--- src/rtl/core/rbr_pkg.sv ---
`default_nettype none

package rbr_pkg;

   // Sizes of the byte store and of the read position
   localparam int BUFFER_BYTES  = 4096;
   localparam int ADDR_W        = $clog2(BUFFER_BYTES);
   localparam int POS_W         = ADDR_W + 1;
   localparam int MAX_READ_BITS = 32;
   localparam int CNT_W         = 16;
   localparam int VALUE_W       = 32;

   // Golomb prefix length at which the value is no longer representable
   localparam int GOLOMB_MAX_ZEROS = 32;
   localparam int ZEROS_W          = $clog2(GOLOMB_MAX_ZEROS + 1);

   // Command queue between front and back
   localparam int QUEUE_DEPTH = 2;
   localparam int QPTR_W      = $clog2(QUEUE_DEPTH);
   localparam int QFILL_W     = $clog2(QUEUE_DEPTH + 1);

   // Emulation prevention byte and the zero run that arms it
   localparam logic [7:0] EMU_BYTE  = 8'h03;
   localparam logic [1:0] ZRUN_ARM  = 2'd2;
   localparam logic [2:0] BIT_MSB   = 3'd7;

   // Request codes
   localparam logic [2:0] MODE_RESTART = 3'd0;
   localparam logic [2:0] MODE_APPEND  = 3'd1;
   localparam logic [2:0] MODE_GET     = 3'd2;
   localparam logic [2:0] MODE_PEEK    = 3'd3;
   localparam logic [2:0] MODE_SKIP    = 3'd4;
   localparam logic [2:0] MODE_UE      = 3'd5;
   localparam logic [2:0] MODE_SE      = 3'd6;

   // Status codes
   localparam logic [1:0] STAT_OK     = 2'd0;
   localparam logic [1:0] STAT_NODATA = 2'd1;
   localparam logic [1:0] STAT_LONG   = 2'd2;
   localparam logic [1:0] STAT_COUNT  = 2'd3;

   typedef enum logic [3:0] {
      OP_RESTART,
      OP_APPEND,
      OP_GET,
      OP_PEEK,
      OP_SKIP,
      OP_UE,
      OP_SE,
      OP_BAD_COUNT,
      OP_NONE
   } op_type;

   typedef struct packed {
      op_type           op;
      logic [7:0]       data_byte;
      logic [CNT_W-1:0] bit_count;
   } cmd_type;

   typedef struct packed {
      logic    valid;
      cmd_type cmd;
   } queue_head_type;

endpackage

`default_nettype wire

--- src/rtl/core/rbr_front.sv ---
`default_nettype none

module rbr_front
   import rbr_pkg::*;
(
   input  wire logic             clock,
   input  wire logic             reset,
   input  wire logic             start,
   output logic                  busy,
   input  wire logic [2:0]       req_mode,
   input  wire logic [7:0]       req_data_byte,
   input  wire logic [CNT_W-1:0] req_bit_count,
   input  wire logic             pop,
   output queue_head_type        head
);

   cmd_type              slot_ff [QUEUE_DEPTH];
   logic [QPTR_W-1:0]    wr_ptr_ff, wr_ptr_in;
   logic [QPTR_W-1:0]    rd_ptr_ff, rd_ptr_in;
   logic [QFILL_W-1:0]   fill_ff, fill_in;
   logic                 push;
   cmd_type              cmd;
   logic                 count_too_big;

   // Classify the request into an operation
   always_comb begin
      count_too_big = req_bit_count > CNT_W'(MAX_READ_BITS);
      cmd.data_byte = req_data_byte;
      cmd.bit_count = req_bit_count;
      case (req_mode)
         MODE_RESTART: cmd.op = OP_RESTART;
         MODE_APPEND:  cmd.op = OP_APPEND;
         MODE_GET:     cmd.op = count_too_big ? OP_BAD_COUNT : OP_GET;
         MODE_PEEK:    cmd.op = count_too_big ? OP_BAD_COUNT : OP_PEEK;
         MODE_SKIP:    cmd.op = OP_SKIP;
         MODE_UE:      cmd.op = OP_UE;
         MODE_SE:      cmd.op = OP_SE;
         default:      cmd.op = OP_NONE;
      endcase
   end

   assign busy = fill_ff == QFILL_W'(QUEUE_DEPTH);
   assign push = start && !busy;

   // Queue pointers and fill level
   always_comb begin
      wr_ptr_in = wr_ptr_ff;
      rd_ptr_in = rd_ptr_ff;
      fill_in   = fill_ff;
      if (push) begin
         wr_ptr_in = (wr_ptr_ff == QPTR_W'(QUEUE_DEPTH - 1)) ? '0 : wr_ptr_ff + 1'b1;
      end
      if (pop) begin
         rd_ptr_in = (rd_ptr_ff == QPTR_W'(QUEUE_DEPTH - 1)) ? '0 : rd_ptr_ff + 1'b1;
      end
      if (push && !pop) begin
         fill_in = fill_ff + 1'b1;
      end else if (pop && !push) begin
         fill_in = fill_ff - 1'b1;
      end
   end

   always_ff @(posedge clock) begin
      if (reset) begin
         wr_ptr_ff <= '0;
         rd_ptr_ff <= '0;
         fill_ff   <= '0;
      end else begin
         wr_ptr_ff <= wr_ptr_in;
         rd_ptr_ff <= rd_ptr_in;
         fill_ff   <= fill_in;
      end
   end

   // Queue slots carry payload only
   always_ff @(posedge clock) begin
      if (push) begin
         slot_ff[wr_ptr_ff] <= cmd;
      end
   end

   assign head.valid = fill_ff != '0;
   assign head.cmd   = slot_ff[rd_ptr_ff];

endmodule

`default_nettype wire

--- config.mk ---
export PLATFORM = sky130hd
export DESIGN_NAME = rbr_front
export DESIGN_NICKNAME = d
export VERILOG_FILES = /design/src/rtl/core/rbr_pkg.sv /design/src/rtl/core/rbr_front.sv
export SDC_FILE = /design/constraint.sdc
export NUM_CORES = 1
export LEC_CHECK = 0
export ABC_AREA = 1
export BUFFER_PORTS_ARGS = -buffer_cell sky130_fd_sc_hd__buf_2
export CORE_ASPECT_RATIO = 1.75
export CORE_MARGIN = 2
export CORE_UTILIZATION = 30
export DETAILED_ROUTE_END_ITERATION = 8
export PLACE_DENSITY_LB_ADDON = 0.08
export SYNTH_ARGS = -nofsm -noshare
export SYNTH_HDL_FRONTEND = slang
export SYNTH_SLANG_ARGS = --single-unit
export TNS_END_PERCENT = 50
--- constraint.sdc ---
create_clock -name clock -period 2.53 [get_ports clock]
set_input_delay 0.506 -clock clock [delete_from_list [all_inputs] [get_ports clock]]
set_output_delay 0.506 -clock clock [all_outputs]
set_load 0.01 [all_outputs]
# --- Word level (Yosys, flattened, before mapping) ---
# Memory sizes are Yosys's and may differ from the RTL's. A register that Yosys moved wholly into a read port is not among the register bits.
# Index checks and enable logic that the tools add are counted.
totals:
  word_cells: 36
  out_inout_bits: 30
  inputBits: 31
  ramBits: 56
  memories: 1
  register_bits: 4
memory_table:
  columns: ["memory", "depth", "word_bits", "read_ports", "rd_ports_with_merged_regs", "write_ports", "line_no", "source"]
  rows:
  - ["slot_ff", 2, 28, 1, 1, 1, "rbr_front.sv:17", "cmd_type slot_ff [QUEUE_DEPTH];"]
op_classes:
  n_reduce_logical: 9
  eq_ne: 7
  magnitude_cmp: 1
  n_mux: 11
  addsub: 4
op_table:
  columns: ["cell", "count"]
  rows:
  - ["one-hot mux 4 bit (7 select lines)", 1]
  - ["greater-than comparator 16 x 6 -> 1 bit, second input constant", 1]
  - ["== test 3 bit, second input constant", 3]
  - ["== test 3 x 2 -> 1 bit, second input constant", 2]
  - ["two-way mux 1 bit", 6]
  - ["two-way mux 3 bit", 2]
  - ["two-way mux 2 bit", 2]
  - ["nonzero test 2 bit", 2]
  - ["== test 3 x 1 -> 1 bit, second input constant", 1]
  - ["logical AND 1 bit", 3]
  - ["zero test 1 bit", 3]
  - ["zero test 3 bit", 1]
  - ["adder 1 bit, second input constant", 2]
  - ["adder 2 x 1 -> 2 bit, second input constant", 1]
  - ["== test 2 bit, second input constant", 1]
  - ["subtractor 2 x 1 -> 2 bit, second input constant", 1]

# --- Logic depth before layout (Yosys ltp) ---
logic_depth:
  ltp_word: 7
  ltp_mapped: 8
  depth_no_buf: 8

# --- Worst setup path after synthesis ---
# No wires, ideal clock.
synth_timing:
  path_kind: "input port to flip-flop"
  start: "input start"
  end: "memory slot_ff[1][0] (netlist name) (enable)"
  setup_ns: 0.414
  slack_ns: 0.329
  arrival_ns: 1.787
  path_stages: 2
  t_required_ns: 2.116
  path_buffers: 0
  cell_sequence: "o21ai_2 > nor2_1"
synth_between:
  elab_chain_cells: 3
synth_rtl:
  columns: ["element", "line_no", "source"]
  rows:
  - ["from (decl)", "rbr_front.sv:8", "input wire logic start,"]
  - ["logical AND 1 bit", "rbr_front.sv:43", "assign push = start && !busy;"]
  - ["two-way mux 1 bit", "rbr_front.sv:77", "if (push) begin"]
  - ["two-way mux 1 bit (not written as such)", "rbr_front.sv:78", "slot_ff[wr_ptr_ff] <= cmd;"]
  - ["to (decl)", "rbr_front.sv:17", null]
# No other way between the ends.

==> results.txt <==
The adder and majority gate portion of the synthesized area is 0.5123%. At the end of routability-driven placement, the weighted congestion stood at 0.6656. After layout, the worst path uses 85.62% of the clock period.

The count of pins on the block boundary came out at 61. Summed over all nets, the switching power comes to 0.6228 mW. The setup total negative slack came out at 0 ps. By count the netlist is led by 56 x edfxtp_1, 20 x mux2_4, 15 x nor2_1.

Max-cap violations in this run came to 0. The power share of the combinational group is 12.5%. Of the total synthesized cell area, the portion taken by AND, OR, NAND and NOR gates is ~4.8%. The first-pass iteration count of the detailed router came out at 3. The timing-limited maximum frequency is between 400 and 500 MHz.

After detailed routing, the number of vias per cell comes to between 4 and 5. Synthesis inferred 61 register bits. Counting flops with a built-in enable in the synthesized netlist gives 56. The first-pass GRT wire length came out at 7.396 mm.

Detailed placement finished with a half-perimeter wire length of 3.377 mm. The number of global-route vias before repair came to around 1,500. The sequential cell fraction of total power came out at 43.4%. The transition time at the pin with the least slew margin came out at 557.3 ps. The internal power is 2.225 mW. The post-synthesis average cell area is 17.70 um2.

Once the clock tree was built, the resizer swapped 0 gates to a different size. The clock tree buffer depth came out at 2. The power per unit of standard cell area is 898.6 nW/um2. The slowest stage of the critical path belongs to the cell dfxtp_2. The share of synthesized flip-flops with an asynchronous set or reset came out at 0%.

The endpoint required time on the critical path came out at roughly 2000 ps. The count of unique library cells instantiated by Yosys came out at 20. The worst hold path belongs to the class in -> reg. Measured on the finished design, the core utilization comes to 40.07%.

The number of levels in the clock H-tree came out at 3. The number of clock sinks came out at 61. The synthesized net count is 170. The clock-pin slew on the worst setup and hold paths came out at 50 ps. After the last flow step, the layout net total stands at 242. The layout overhead on the synthesized area came out at 29.76%. The detailed-route via count came out at 1,380.

Summing the areas of all compound-gate instances in the mapped netlist gives between 1.5 and 2% of the synthesized area. The floorplan core area is 7909 um2. By area, the combinational part of the netlist is dominated by multiplexers.

The portion of total power attributed to the clock network is 44.1%. The hold buffer count at cts is 0. The initial standard-cell utilization of the core came out at 30.88%. The maximum vdd drop is 0.3573 mV. The cell area that synthesis handed to floorplanning was 2442 um2. The number of remaining DRC errors is 0. The die height came out at 123.4 um. The final wirelength is around 4.8 mm. The clock root buffer is clkbuf_16. TritonCTS built the clock tree. The largest stage delay on the critical path came out at 590 ps.

The element type at the critical path start is a flip-flop. The prevailing post-synth register cell is edfxtp_1. The critical path goes through buf_12, mux2_2, buf_2. The most instantiated library cell after synthesis is edfxtp_1. The initial antenna violation count was 0. The insertion delay to the later sink of the worst-skew pair came out at 330 ps.

The number of buffers created by CTS is 9. The global-route total usage across every layer came out at 11.90%. By area the synthesized netlist is led by edfxtp_1 69%, mux2_4 12%, dfxtp_1 4.1%, mux2_2 3.7%, nor2_1 2.3%. Setup repair after global routing left no endpoint under its margin. The synthesized-area fraction occupied by xor and xnor cells is less than 1%. The final setup skew is 3.713 ps.

In the final layout, the share of cells above drive strength 1 is 51.63%. After clock tree synthesis, the setup repair step added 0 buffers. The number of slew-limit violations in the final report came out at 0. The die width came out at approximately 72 um.

The flow ran to the end, and the final reports show no timing, DRC or antenna violations. Measured against its own limit, the worst slew margin works out to 62.76%. The count of nets left with antenna violations after detail routing came out at 0. The arrival time at the worst endpoint came out at approximately 1700 ps. Entering global routing, the biggest net connects 23 pins. edfxtp_1 takes more of the synthesized area than any other cell. The static leakage came out at between 1 and 1.5 nW. STA classifies the critical path endpoint as an output pin. The worst setup path is of the reg -> out kind. The portion of synthesized area spent on multiplexers is 15.98%. The total of warnings raised by yosys is 0. The sum of overflow across all layers after global routing is 0.

The minimum period implied by the final worst setup slack is about 2200 ps. The top fanout value on the critical path is 17. The detail-routed net length per standard cell is 15.62 um. The top-area cell type share of the netlist area is approximately 69%. The count of final hold-check violations is 0. The antenna diode count came out at 0. The floorplan die area came out at 8907 um2. Net switching is approximately 22% of the power. The number of violations reported at the end of detailed-routing iteration 0 is 50.

The floorplan has 43 rows. Across all hold checks on the routed design, the worst slack comes to around 370 ps. The proportion of synthesized chip area in sequential cells came out at 72.95%. The count of buffers added on input and output ports is 60. The number of cells produced by synthesis is 138.

The final-report setup violation count is 0.
==> registers in the layout, summed over array words and instances (netlist names), named ones only <==
| name | flops |
|---|---|
| slot_ff | 56 |
| fill_ff | 2 |
| rd_ptr_ff | 1 |
| wr_ptr_ff | 1 |
==> layout by cell type, fill, tap and decap left out <==
master	Yosys	layout
buf_2	0	60
edfxtp_1	56	56
mux2_4	20	20
nor2_1	15	13
clkbuf_16	0	9
inv_1	8	8
mux2_2	8	8
nand2_1	7	7
a21oi_1	5	5
dfxtp_1	5	4
buf_4	0	3
nor3_1	2	2
nor2_4	0	2
clkinv_2	0	2
bufinv_16	0	2
clkinv_1	0	2
o21ai_2	1	1
nand3_1	1	1
nand3b_1	1	1
inv_2	1	1
xnor2_1	1	1
o21bai_1	1	1
o21ai_1	1	1
nor3b_2	1	1
ha_1	1	1
dfxtp_2	0	1
clkbuf_1	0	1
buf_12	2	1
==> layer usage <==
layer / global-route usage, % / part of all wire, % / up-vias
li1: - / - / 652
met1: 10.60 / 35 / 675
met2: 21.79 / 56 / 43
met3: 3.504 / 6.1 / 10
met4: 8.844 / 2.6 / 0
met5: 0 / 0 / -
==> cell type report <==
| cell class | count | area (um2) |
|---|---|---|
| fillers | 760 | 4740 |
| flip-flops and latches | 61 | 1783 |
| multi-input cells | 65 | 590.6 |
| repair buffers | 64 | 342.8 |
| clock buffers | 10 | 229.0 |
| well taps | 90 | 112.6 |
| clock inverters | 6 | 77.57 |
| inverters | 9 | 33.78 |
==> metrics by stage <==
step | cells | total power, mW | worst slack, ps | area, um2
6_report | 305 | 2.848 | 363.8 | 3169
5_1_grt | 305 | 2.949 | 294.2 | 3169
4_1_cts | 305 | 2.890 | 327.5 | 3169
3_5_place_dp | 289 | 1.621 | 687.2 | 2863
3_3_place_gp | 289 | 1.606 | 730.1 | 2863
2_1_floorplan | 138 | 1.475 | 328.8 | 2442
==> power by group through the flow <==
stage	clock, mW	combinational (mW)	sequential, mW
floorplan	0	0.235	1.24
global placement	0	0.354	1.25
detailed placement	0	0.364	1.26
CTS	1.29	0.365	1.24
global route	1.32	0.390	1.24
finish	1.26	0.356	1.24
==> worst paths after layout <==
check	startpoint	endpoint	slack, ps	cells past startpoint
worst max-delay path	flip-flop	head[5]	360	3
worst min-delay path	req_data_byte[0]	slot_ff[1][16]$_DFFE_PP_	370	1
worst min register to register	rd_ptr_ff$_SDFFE_PP0P_	flip-flop	520	2
worst max register to register	fill_ff[1]$_SDFFE_PP0P_	fill_ff[1]$_SDFFE_PP0P_	930	8
==> cells by family after synthesis <==
logic type,count (synthesis)
flip-flops,61
AO/OA/AOI/OAI,8
XOR/XNOR,1
multiplexers,28
adder cells (fa/ha/maj),1
buffers and inverters,12
AND/OR/NAND/NOR,27
==> critical path, delay by kind of cell, from the launching register on <==
| kind | cells | cell delay (ps) |
|---|---|---|
| buf+inv | 2 | 370 |
| mux | 1 | 350 |
| flops | 1 | 590 |
Note: power is estimated with default switching activity, not from simulation.
